## src/dro_pkg.sv

```systemverilog
package dro_pkg;

  // field widths of the item and result payloads
  localparam int DENS_W   = 7;
  localparam int CENTER_W = 11;
  localparam int SPAN_W   = 11;

  // configuration register widths
  localparam int THR_W      = 7;
  localparam int GAP_W      = 8;
  localparam int START_W    = 11;
  localparam int SLOPE_W    = 16;
  localparam int OFFS_W     = 11;
  localparam int CFG_DATA_W = 16;
  localparam int CFG_IDX_W  = 3;

  // configuration reset values
  localparam logic [THR_W-1:0]   THRESHOLD_RST   = 7'd30;
  localparam logic [GAP_W-1:0]   GAP_LIMIT_RST   = 8'd20;
  localparam logic [START_W-1:0] START_ROW_RST   = 11'd540;
  localparam logic [SLOPE_W-1:0] SIZE_SLOPE_RST  = 16'd1885;
  localparam logic [OFFS_W-1:0]  SIZE_OFFSET_RST = 11'd137;

  // defaults of the top level parameters
  localparam int MAX_ROWS_DEF    = 2048;
  localparam int QUEUE_DEPTH_DEF = 4;

  // divide by 5 for the window average: exact for sums below 1024
  localparam int              AVG_MULT_W = 8;
  localparam logic [7:0]      AVG_MULT   = 8'd205;
  localparam int              AVG_SHIFT  = 10;

  // divide by 10000: ceil(2^43 / 10000), exact for products below 2^29
  localparam int              RECIP_W     = 30;
  localparam logic [29:0]     RECIP_MULT  = 30'd879609303;
  localparam int              RECIP_SHIFT = 43;

  localparam logic KIND_OBJECT   = 1'b0;
  localparam logic KIND_OVERSIZE = 1'b1;

  typedef enum logic [CFG_IDX_W-1:0] {
    REG_THRESHOLD   = 3'd0,
    REG_GAP_LIMIT   = 3'd1,
    REG_START_ROW   = 3'd2,
    REG_SIZE_SLOPE  = 3'd3,
    REG_SIZE_OFFSET = 3'd4
  } cfg_reg_t;

  typedef struct packed {
    logic [THR_W-1:0]   threshold;
    logic [GAP_W-1:0]   gap_limit;
    logic [START_W-1:0] start_row;
    logic [SLOPE_W-1:0] size_slope;
    logic [OFFS_W-1:0]  size_offset;
  } cfg_t;

  typedef struct packed {
    logic [DENS_W-1:0] density;
    logic              first_row;
    logic              last_row;
  } in_item_t;

  typedef struct packed {
    logic                kind;
    logic [CENTER_W-1:0] center_row;
    logic [SPAN_W-1:0]   span;
    logic                last_of_run;
  } out_item_t;

endpackage

```

## src/dro_fifo.sv

```systemverilog
module dro_fifo
  import dro_pkg::*;
#(
  parameter int WIDTH = 1,
  parameter int DEPTH = QUEUE_DEPTH_DEF
) (
  input  logic             clk,
  input  logic             rst_n,
  input  logic             push,
  input  logic [WIDTH-1:0] push_data,
  output logic             full,
  input  logic             pop,
  output logic [WIDTH-1:0] pop_data,
  output logic             empty
);

  localparam int PTR_W = $clog2(DEPTH);
  localparam int CNT_W = $clog2(DEPTH + 1);

  logic [WIDTH-1:0] mem_r [DEPTH];
  logic [PTR_W-1:0] wr_ptr_r;
  logic [PTR_W-1:0] rd_ptr_r;
  logic [CNT_W-1:0] cnt_r;
  logic             do_push;
  logic             do_pop;

  assign full     = (cnt_r == CNT_W'(DEPTH));
  assign empty    = (cnt_r == '0);
  assign do_push  = push && !full;
  assign do_pop   = pop && !empty;
  assign pop_data = mem_r[rd_ptr_r];

  always_ff @(posedge clk) begin
    if (!rst_n) begin
      wr_ptr_r <= '0;
      rd_ptr_r <= '0;
      cnt_r    <= '0;
    end else begin
      if (do_push) begin
        wr_ptr_r <= (wr_ptr_r == PTR_W'(DEPTH - 1)) ? '0 : wr_ptr_r + PTR_W'(1);
      end
      if (do_pop) begin
        rd_ptr_r <= (rd_ptr_r == PTR_W'(DEPTH - 1)) ? '0 : rd_ptr_r + PTR_W'(1);
      end
      case ({do_push, do_pop})
        2'b10:   cnt_r <= cnt_r + CNT_W'(1);
        2'b01:   cnt_r <= cnt_r - CNT_W'(1);
        default: cnt_r <= cnt_r;
      endcase
    end
  end

  always_ff @(posedge clk) begin
    if (do_push) begin
      mem_r[wr_ptr_r] <= push_data;
    end
  end

endmodule

```

## src/dro_front.sv

```systemverilog
module dro_front
  import dro_pkg::*;
#(
  parameter int MAX_ROWS = MAX_ROWS_DEF,
  localparam int ROW_W = $clog2(MAX_ROWS),
  localparam int CNT_W = $clog2(MAX_ROWS + 1),
  localparam int ENT_W = 2 * (1 + 2 * CNT_W)
) (
  input  logic             clk,
  input  logic             rst_n,
  input  cfg_t             cfg,
  input  logic             in_valid,
  output logic             in_ready,
  input  in_item_t         in_data,
  output logic             push,
  output logic [ENT_W-1:0] push_data,
  input  logic             fifo_full
);

  localparam int E_W     = CNT_W;
  localparam int RC_W    = (ROW_W > START_W) ? ROW_W : START_W;
  localparam int SUM_W   = DENS_W + 3;
  localparam int AVG_P_W = SUM_W + AVG_MULT_W;

  typedef struct packed {
    logic              v;
    logic [ROW_W-1:0]  row;
    logic [DENS_W-1:0] val;
  } judge_t;

  typedef struct packed {
    logic             in_run;
    logic [ROW_W-1:0] begin_row;
    logic [ROW_W-1:0] high_row;
    logic [GAP_W-1:0] gap;
  } run_t;

  typedef struct packed {
    logic           v;
    logic [E_W-1:0] e;
    logic [E_W-1:0] s;
  } close_t;

  // filter side
  logic [4:0][DENS_W-1:0] win_r, win_nxt, w, ws;
  logic [CNT_W-1:0]       cnt_r, cnt_nxt, c0, c1;
  logic [SUM_W-1:0]       sum;
  logic [AVG_P_W-1:0]     avg_prod;
  judge_t [2:0]           jd_r, jd_nxt;
  logic                   first_r;
  logic                   last_r;
  logic                   a_v_r;

  // run tracking side
  run_t                   run_r, run_nxt, st;
  close_t [3:0]           cl;
  close_t                 ev0, ev1;
  logic                   b_go;

  function automatic close_t mk_close(input run_t rs);
    close_t ev;
    ev.v = 1'b1;
    ev.e = E_W'(rs.high_row) + E_W'(1);
    ev.s = E_W'(rs.high_row - rs.begin_row) + E_W'(1);
    return ev;
  endfunction

  // window shift and the rows this item makes ready for judging
  always_comb begin
    w        = win_r;
    c0       = cnt_r;
    if (in_data.first_row) begin
      w  = '0;
      c0 = '0;
    end
    ws       = w;
    c1       = c0;
    jd_nxt   = '0;
    sum      = '0;
    avg_prod = '0;
    if (c0 < CNT_W'(MAX_ROWS)) begin
      ws = {w[3:0], in_data.density};
      c1 = c0 + CNT_W'(1);
      if (c0 >= CNT_W'(2)) begin
        sum = SUM_W'(ws[0]) + SUM_W'(ws[1]) + SUM_W'(ws[2]) + SUM_W'(ws[3]) +
              SUM_W'(ws[4]);
        avg_prod      = sum * AVG_MULT;
        jd_nxt[0].v   = 1'b1;
        jd_nxt[0].row = ROW_W'(c0 - CNT_W'(2));
        // the first two rows of a profile pass unsmoothed
        jd_nxt[0].val = (c0 < CNT_W'(4)) ? ws[2] : avg_prod[AVG_SHIFT +: DENS_W];
      end
    end
    if (in_data.last_row) begin
      if (c1 >= CNT_W'(2)) begin
        jd_nxt[1].v   = 1'b1;
        jd_nxt[1].row = ROW_W'(c1 - CNT_W'(2));
        jd_nxt[1].val = ws[1];
      end
      if (c1 >= CNT_W'(1)) begin
        jd_nxt[2].v   = 1'b1;
        jd_nxt[2].row = ROW_W'(c1 - CNT_W'(1));
        jd_nxt[2].val = ws[0];
      end
      win_nxt = '0;
      cnt_nxt = '0;
    end else begin
      win_nxt = ws;
      cnt_nxt = c1;
    end
  end

  // up to three judged rows plus the flush, applied in order
  always_comb begin
    st  = run_r;
    cl  = '0;
    ev0 = '0;
    ev1 = '0;
    if (first_r) begin
      st = '0;
    end
    for (int k = 0; k < 3; k++) begin
      if (jd_r[k].v && (RC_W'(jd_r[k].row) >= RC_W'(cfg.start_row))) begin
        if (jd_r[k].val >= cfg.threshold) begin
          if (!st.in_run) begin
            st.in_run    = 1'b1;
            st.begin_row = jd_r[k].row;
          end
          st.high_row = jd_r[k].row;
          st.gap      = '0;
        end else if (st.in_run) begin
          if (st.gap >= cfg.gap_limit) begin
            cl[k]     = mk_close(st);
            st.in_run = 1'b0;
            st.gap    = '0;
          end else begin
            st.gap = st.gap + GAP_W'(1);
          end
        end
      end
    end
    if (last_r && st.in_run) begin
      cl[3] = mk_close(st);
    end
    if (last_r) begin
      st = '0;
    end
    run_nxt = st;
    // at most two closes can come from one item
    for (int k = 0; k < 4; k++) begin
      if (cl[k].v) begin
        if (!ev0.v) begin
          ev0 = cl[k];
        end else if (!ev1.v) begin
          ev1 = cl[k];
        end
      end
    end
  end

  assign b_go      = a_v_r && (!ev0.v || !fifo_full);
  assign in_ready  = !a_v_r || b_go;
  assign push      = b_go && ev0.v;
  assign push_data = {ev1, ev0};

  always_ff @(posedge clk) begin
    if (!rst_n) begin
      a_v_r <= 1'b0;
      win_r <= '0;
      cnt_r <= '0;
      run_r <= '0;
    end else begin
      if (in_valid && in_ready) begin
        a_v_r <= 1'b1;
        win_r <= win_nxt;
        cnt_r <= cnt_nxt;
      end else if (b_go) begin
        a_v_r <= 1'b0;
      end
      if (b_go) begin
        run_r <= run_nxt;
      end
    end
  end

  always_ff @(posedge clk) begin
    if (in_valid && in_ready) begin
      jd_r    <= jd_nxt;
      first_r <= in_data.first_row;
      last_r  <= in_data.last_row;
    end
  end

endmodule

```

## src/dro_back.sv

```systemverilog
module dro_back
  import dro_pkg::*;
#(
  parameter int MAX_ROWS = MAX_ROWS_DEF,
  localparam int CNT_W = $clog2(MAX_ROWS + 1),
  localparam int ENT_W = 2 * (1 + 2 * CNT_W)
) (
  input  logic             clk,
  input  logic             rst_n,
  input  cfg_t             cfg,
  input  logic             fifo_empty,
  output logic             pop,
  input  logic [ENT_W-1:0] pop_data,
  output logic             out_valid,
  input  logic             out_ready,
  output out_item_t        out_data
);

  localparam int E_W   = CNT_W;
  localparam int Q_W   = E_W + SLOPE_W;
  localparam int QUO_W = E_W + 3;
  localparam int P_W   = ((QUO_W > OFFS_W) ? QUO_W : OFFS_W) + 1;
  localparam int CMP_W = ((P_W + 3) > (E_W + 3)) ? (P_W + 3) : (E_W + 3);
  localparam int PR_W  = Q_W + RECIP_W;

  typedef struct packed {
    logic           v;
    logic [E_W-1:0] e;
    logic [E_W-1:0] s;
  } close_t;

  typedef struct packed {
    logic           v;
    logic [E_W-1:0] e;
    logic [E_W-1:0] s;
    logic [E_W-1:0] c;
  } lane_t;

  close_t [1:0]                head;
  lane_t  [1:0]                lane_in, l1_r, l2_r, l3_r;
  logic   [1:0][Q_W-1:0]       q_nxt, q2_r;
  logic   [1:0][PR_W-1:0]      prod;
  logic   [1:0][QUO_W-1:0]     quo_nxt, quo3_r;
  logic                        v1_r, v2_r, v3_r;
  logic                        adv;

  logic   [1:0][P_W-1:0]       p;
  logic   [1:0][CMP_W-1:0]     s_c, p_c, s3, s3p, p3, p4, p5;
  logic   [1:0][E_W+1:0]       sw, s34;
  logic   [1:0]                is_one, is_two, is_big;
  logic   [1:0][1:0]           lane_n;
  out_item_t [1:0][1:0]        item;
  out_item_t [1:0]             res;
  logic   [1:0]                res_cnt;

  out_item_t [1:0]             slot_r;
  logic   [1:0]                rem_r;

  // front of the pipe: center of each closed run
  always_comb begin
    head = pop_data;
    for (int l = 0; l < 2; l++) begin
      lane_in[l].v = head[l].v;
      lane_in[l].e = head[l].e;
      lane_in[l].s = head[l].s;
      lane_in[l].c = head[l].e - (head[l].s >> 1);
    end
  end

  // expected size: center * slope, then / 10000 by reciprocal
  always_comb begin
    for (int l = 0; l < 2; l++) begin
      q_nxt[l]   = l1_r[l].c * cfg.size_slope;
      prod[l]    = q2_r[l] * RECIP_MULT;
      quo_nxt[l] = prod[l][RECIP_SHIFT +: QUO_W];
    end
  end

  // size classes compared with the thirds of p multiplied out
  always_comb begin
    res     = '0;
    res_cnt = '0;
    for (int l = 0; l < 2; l++) begin
      p[l]      = P_W'(quo3_r[l]) + P_W'(cfg.size_offset);
      s_c[l]    = CMP_W'(l3_r[l].s);
      p_c[l]    = CMP_W'(p[l]);
      s3[l]     = CMP_W'(3) * s_c[l];
      s3p[l]    = s3[l] + CMP_W'(3);
      p3[l]     = CMP_W'(3) * p_c[l];
      p4[l]     = p_c[l] << 2;
      p5[l]     = p4[l] + p_c[l];
      is_one[l] = (p_c[l] < s3[l]) && (s3p[l] <= p5[l]);
      is_two[l] = !is_one[l] && (s3p[l] > p4[l]) && (s_c[l] < p3[l]);
      is_big[l] = !is_one[l] && !is_two[l] && (s_c[l] >= p3[l]);
      sw[l]     = (E_W + 2)'(l3_r[l].s);
      s34[l]    = (sw[l] + (sw[l] << 1)) >> 2;

      item[l] = '0;
      if (is_two[l]) begin
        item[l][0].kind       = KIND_OBJECT;
        item[l][0].center_row = CENTER_W'(l3_r[l].e - E_W'(s34[l]));
        item[l][0].span       = SPAN_W'(l3_r[l].s >> 1);
        item[l][1].kind       = KIND_OBJECT;
        item[l][1].center_row = CENTER_W'(l3_r[l].e - (l3_r[l].s >> 2));
        item[l][1].span       = SPAN_W'(l3_r[l].s >> 1);
      end else begin
        item[l][0].kind       = is_big[l] ? KIND_OVERSIZE : KIND_OBJECT;
        item[l][0].center_row = CENTER_W'(l3_r[l].c);
        item[l][0].span       = SPAN_W'(l3_r[l].s);
      end

      if (!l3_r[l].v) begin
        lane_n[l] = 2'd0;
      end else if (is_two[l]) begin
        lane_n[l] = 2'd2;
      end else if (is_one[l] || is_big[l]) begin
        lane_n[l] = 2'd1;
      end else begin
        lane_n[l] = 2'd0;
      end
    end

    // keep the first two results of the item
    for (int l = 0; l < 2; l++) begin
      for (int j = 0; j < 2; j++) begin
        if ((2'(j) < lane_n[l]) && !res_cnt[1]) begin
          res[res_cnt[0]] = item[l][j];
          res_cnt         = res_cnt + 2'd1;
        end
      end
    end
    if (res_cnt == 2'd1) begin
      res[0].last_of_run = 1'b1;
    end else if (res_cnt == 2'd2) begin
      res[1].last_of_run = 1'b1;
    end
  end

  assign adv       = (rem_r == 2'd0) || ((rem_r == 2'd1) && out_ready);
  assign pop       = adv && !fifo_empty;
  assign out_valid = (rem_r != 2'd0);
  assign out_data  = slot_r[0];

  always_ff @(posedge clk) begin
    if (!rst_n) begin
      v1_r  <= 1'b0;
      v2_r  <= 1'b0;
      v3_r  <= 1'b0;
      rem_r <= 2'd0;
    end else if (adv) begin
      v1_r  <= !fifo_empty;
      v2_r  <= v1_r;
      v3_r  <= v2_r;
      rem_r <= v3_r ? res_cnt : 2'd0;
    end else if ((rem_r == 2'd2) && out_ready) begin
      rem_r <= 2'd1;
    end
  end

  always_ff @(posedge clk) begin
    if (adv) begin
      l1_r   <= lane_in;
      l2_r   <= l1_r;
      q2_r   <= q_nxt;
      l3_r   <= l2_r;
      quo3_r <= quo_nxt;
      if (v3_r) begin
        slot_r <= res;
      end
    end else if ((rem_r == 2'd2) && out_ready) begin
      slot_r[0] <= slot_r[1];
    end
  end

endmodule

```

## src/density_run_object_detector.sv

```systemverilog
// throughput: one input beat per cycle unless a closed run waits on a full queue; results
// leave one beat per cycle while out_ready is high, from a two-slot output register, so an
// item that closes into two objects holds the back pipe until its first beat is taken
// a 4-entry queue of closed runs sits between run tracking and the size check pipe
// reset: synchronous, active low; clears the filter, run state and queues and loads the
// default register values; no clearing pass, items are taken in the first cycle after reset
module density_run_object_detector
  import dro_pkg::*;
#(
  parameter int MAX_ROWS    = MAX_ROWS_DEF,
  parameter int QUEUE_DEPTH = QUEUE_DEPTH_DEF
) (
  input  logic                  clk,
  input  logic                  rst_n,
  input  logic                  in_valid,
  output logic                  in_ready,
  input  in_item_t              in_data,
  output logic                  out_valid,
  input  logic                  out_ready,
  output out_item_t             out_data,
  input  logic                  cfg_we,
  input  logic [CFG_IDX_W-1:0]  cfg_index,
  input  logic [CFG_DATA_W-1:0] cfg_wdata
);

  localparam int CNT_W = $clog2(MAX_ROWS + 1);
  localparam int ENT_W = 2 * (1 + 2 * CNT_W);

  cfg_t             cfg_r;
  logic             q_push;
  logic [ENT_W-1:0] q_push_data;
  logic             q_full;
  logic             q_pop;
  logic [ENT_W-1:0] q_pop_data;
  logic             q_empty;

  always_ff @(posedge clk) begin
    if (!rst_n) begin
      cfg_r.threshold   <= THRESHOLD_RST;
      cfg_r.gap_limit   <= GAP_LIMIT_RST;
      cfg_r.start_row   <= START_ROW_RST;
      cfg_r.size_slope  <= SIZE_SLOPE_RST;
      cfg_r.size_offset <= SIZE_OFFSET_RST;
    end else if (cfg_we) begin
      unique case (cfg_reg_t'(cfg_index))
        REG_THRESHOLD:   cfg_r.threshold   <= cfg_wdata[THR_W-1:0];
        REG_GAP_LIMIT:   cfg_r.gap_limit   <= cfg_wdata[GAP_W-1:0];
        REG_START_ROW:   cfg_r.start_row   <= cfg_wdata[START_W-1:0];
        REG_SIZE_SLOPE:  cfg_r.size_slope  <= cfg_wdata[SLOPE_W-1:0];
        REG_SIZE_OFFSET: cfg_r.size_offset <= cfg_wdata[OFFS_W-1:0];
        default: begin
        end
      endcase
    end
  end

  dro_front #(
    .MAX_ROWS (MAX_ROWS)
  ) u_front (
    .clk       (clk),
    .rst_n     (rst_n),
    .cfg       (cfg_r),
    .in_valid  (in_valid),
    .in_ready  (in_ready),
    .in_data   (in_data),
    .push      (q_push),
    .push_data (q_push_data),
    .fifo_full (q_full)
  );

  dro_fifo #(
    .WIDTH (ENT_W),
    .DEPTH (QUEUE_DEPTH)
  ) u_queue (
    .clk       (clk),
    .rst_n     (rst_n),
    .push      (q_push),
    .push_data (q_push_data),
    .full      (q_full),
    .pop       (q_pop),
    .pop_data  (q_pop_data),
    .empty     (q_empty)
  );

  dro_back #(
    .MAX_ROWS (MAX_ROWS)
  ) u_back (
    .clk        (clk),
    .rst_n      (rst_n),
    .cfg        (cfg_r),
    .fifo_empty (q_empty),
    .pop        (q_pop),
    .pop_data   (q_pop_data),
    .out_valid  (out_valid),
    .out_ready  (out_ready),
    .out_data   (out_data)
  );

endmodule
```

## config.mk

```make
export PLATFORM = sky130hd
export DESIGN_NAME = density_run_object_detector
export DESIGN_NICKNAME = d
export VERILOG_FILES = /design/src/dro_pkg.sv /design/src/dro_fifo.sv /design/src/dro_front.sv /design/src/dro_back.sv /design/src/density_run_object_detector.sv
export SDC_FILE = /design/constraint.sdc
export NUM_CORES = 2
export LEC_CHECK = 0
export ABC_AREA = 0
export BUFFER_PORTS_ARGS = -buffer_cell sky130_fd_sc_hd__buf_4
export CAP_MARGIN = 20
export CORE_UTILIZATION = 25
export DETAILED_ROUTE_END_ITERATION = 7
export REMOVE_ABC_BUFFERS = 1
export SYNTH_ARGS = -nofsm -noshare
export SYNTH_HDL_FRONTEND = slang
export SYNTH_SLANG_ARGS = --single-unit
```

## constraint.sdc

```tcl
create_clock -name clk -period 19.5 [get_ports clk]
set_input_delay 3.9 -clock clk [delete_from_list [all_inputs] [get_ports clk]]
set_output_delay 3.9 -clock clk [all_outputs]
set_load 0.01 [all_outputs]
```

==> summary.md <==
59 I/O pins were placed. The max-capacitance violation count is 0, and the post-placement worst setup slack is 7.37 ns. For this run, design rule violations remaining after detail routing come to 0. For this run, the number of Yosys warnings is 0. The number of core rows was 215; the total global routing overflow was 0.

The worst endpoint required time came out at 15.60 ns. For the number of buffers added by the clock tree synthesis step, the log shows 83. Grouping stages by cell kind, the critical path spends the most delay in compound AO/OA/AOI/OAI gates.

The number of antenna violations at the first check in global routing is 9, and the number of resized instances in the post-cts repair step is 0. Type of the worst setup path: reg2out. After clock tree synthesis, the flow added hold-fix buffers numbering 0. The logs give 24.2% for the fraction of the yosys area taken by sequential cells and 0 for the antenna violation net count after detailed routing. In the final routed layout, each cell accounts on average for 17.3 µm. The path type of the worst min-delay path is reg2reg.

Across all setup checks in the final design, the least slack found is 7.38 ns. The run finished with clean final reports. In this run the tightest slew margin relative to its limit is 29.7%. The run gives 0.69 ns as the insertion delay to the later sink of the worst-skew pair. The number of synthesized register bits was 744; the starting density of the core was 25.2%. In the final layout, the share of cells above drive strength 1 is 4.77%. Yosys attributes the largest share of cell area to fa_1 25%, edfxtp_1 21%, ha_1 18%. Setup violations remaining at the end of the flow were counted as 0. Using the TritonRoute via totals, the vias-per-cell ratio works out to 4.49. In the finished design, the share of the clock period the worst path needs comes to 62.2%. Entering global routing, the biggest net connects 163 pins.

For the signal arrival time at the worst endpoint, the log shows 8.22 ns. The number of distinct library cells after synthesis is 93. The utilization after layout was 27.7%. In this design, the stage delay of the slowest critical-path cell is 0.41 ns. The tree is rooted in a clkbuf_16. The logs give 3770 for the first-iteration detailed-routing DRC count and 12.9% for the global routing usage summed across all routing layers. Counting both buffers and inverters, the worst setup path holds a total of 5. The first global-routing pass estimated 352 mm of wire. The tools report the number of hold violations in the final report as 0. From bottom edge to top edge, the die measures 590 µm. The biggest fanout along the worst timing path is 37, and the count of vias placed by the detailed router is 58600. For the post-synthesis instance area, the log shows 86500 µm². After filler insertion, the fill cell instance count of the layout stands at 36100. Via count of the first global-routing pass: 60200. The most used flip-flop cell after synthesis is edfxtp_1. In the synthesized netlist the async set-or-reset flop fraction comes to 0%. Summed over all failing endpoints, the final setup total negative slack is 0 ns. The tools report the cell area after layout as 95100 µm². The clock passes through at most 3 buffers.

The placement-stage cell area is 92400 µm². The max-slew violation count was 0. Setup repair after global routing left no endpoint under its margin.

In this run the number of H-tree levels came out at 3. On the critical path, the stage with the largest delay is an instance of a2111oi_0. By instance count, the leading cell after synthesis is inv_1. The critical path endpoint category was a primary output.

The startpoint kind of the worst setup timing path was a register. In the synthesized netlist, the cells that appear most often are 1722 x inv_1, 1250 x ha_1, 1065 x fa_1. The leading area contributor after synthesis is fa_1. The clock drives 744 sinks. The count of TritonRoute iterations in the first routing pass was 7; the actual slew at the worst max-slew pin was 1.05 ns. The tools report the count of nets after finishing as 10800. The multi-input combinational cells in the finished layout cover a total of 58300 µm².

After clock tree synthesis, the clock-pin slew on the worst setup and hold paths is 0.06 ns. The routability congestion estimate from global placement was 0.923. Input and output buffers added on the ports amount to 58. The final critical-path required period was 12.12 ns. The floorplan step defined a die boundary enclosing 348000 µm².

The placeable core area came out at 344000 µm². For the highest clock frequency the design can meet, the log shows 0.0825 GHz. Relative to the synthesized area, the layout overhead comes to 9.95%. The flip-flop and latch area came out at 21000 µm². Once detailed placement completed, the half-perimeter wirelength came to 185 mm. The x dimension of the die is 590 µm. Of the post-synthesis cell area, the dominant cell type holds 24.6%. TritonCTS built the clock tree. The mean instance size in the synthesized netlist was 10.3 µm²; the number of buffers inserted to repair setup after CTS was 0. In this run, synthesis inferred 605 flip-flops with an integrated enable.

In the synthesized netlist, the number of instances is 8406. Clock skew on the completed layout was measured at 0.0367 ns. For this block, the routed nets add up to 225 mm of wire.
==> cell families after synthesis <==
logic type,Yosys count,synth area share [%]
AO/OA/AOI/OAI,1172,8.81
adder cells (fa/ha/maj),2315,42.7
buffers and inverters,1928,8.48
XOR/XNOR,357,3.62
AND/OR/NAND/NOR,1739,9.63
flip-flops,744,24.2
multiplexers,151,2.53
==> cell usage in the layout, fill, tap and decap left out, types with 73 or more instances in the layout <==
master / count
edfxtp_1: 605
nor2_1: 353
and2_1: 161
clkbuf_16: 87
o21ai_0: 182
ha_1: 1250
fa_1: 1065
nand2_1: 613
a21o_1: 119
buf_4: 128
inv_1: 1720
nor3_1: 82
dfxtp_1: 137
nor2b_1: 97
xor2_1: 137
nand2b_1: 73
xnor2_1: 219
nand3_1: 101
a21oi_1: 389
==> sequential cells by signal (all words and copies together), names as in the netlist, 31 cells and up, named ones only <==
name,flops
u_front.jd_r,57
u_back.l1_r,72
u_back.l3_r,70
u_front.run_r,31
u_queue.mem_r,200
u_back.l2_r,70
u_back.q2_r,56
cfg_r,53
==> final timing paths <==
| path | startpoint | to | slack (ns) | cells after the start |
|---|---|---|---|---|
| max | u_front.first_r | in_ready | 7.38 | 32 |
| min | u_back.l2_r[1] | u_back.l3_r[1] | 0.41 | 0 |
| max reg2reg | u_front.first_r | u_front.win_r[17] | 10.36 | 35 |
| min reg2reg | u_back.l2_r[1] | u_back.l3_r[1] | 0.41 | 0 |
==> layout make-up <==
class                      instances  area share [%]
antenna                            3         0.00789
timing repair buffer             130            1.06
tap                             4557            5.99
clock buffer                     104            2.39
inverter                        1723            6.81
multi-input combinational       5734            61.3
clock inverter                    49           0.458
sequential                       744            22.0
==> metal layers <==
layer  global-route usage, %  wire length [µm]  share of wire (%)  vias to the layer above
li1                        -                 -                  -                    27800
met3                    2.17             13600                6.0                      259
met4                    2.92              5000                2.2                        8
met1                    18.2            106000                 47                    29100
met2                    20.6            100000                 45                     1428
met5                       0                50              0.022                        -
==> metrics by stage <==
step | hold slack, ns | std cells
2_1_floorplan | 0.400 | 8201
3_5_place_dp | 0.405 | 12900
6_report | 0.413 | 13000
3_3_place_gp | 0.400 | 12900
4_1_cts | 0.414 | 13000
5_1_grt | 0.421 | 13000
Power is not shown: default switching activity piles up to over one toggle a cycle in this logic, so the estimate is an artifact.
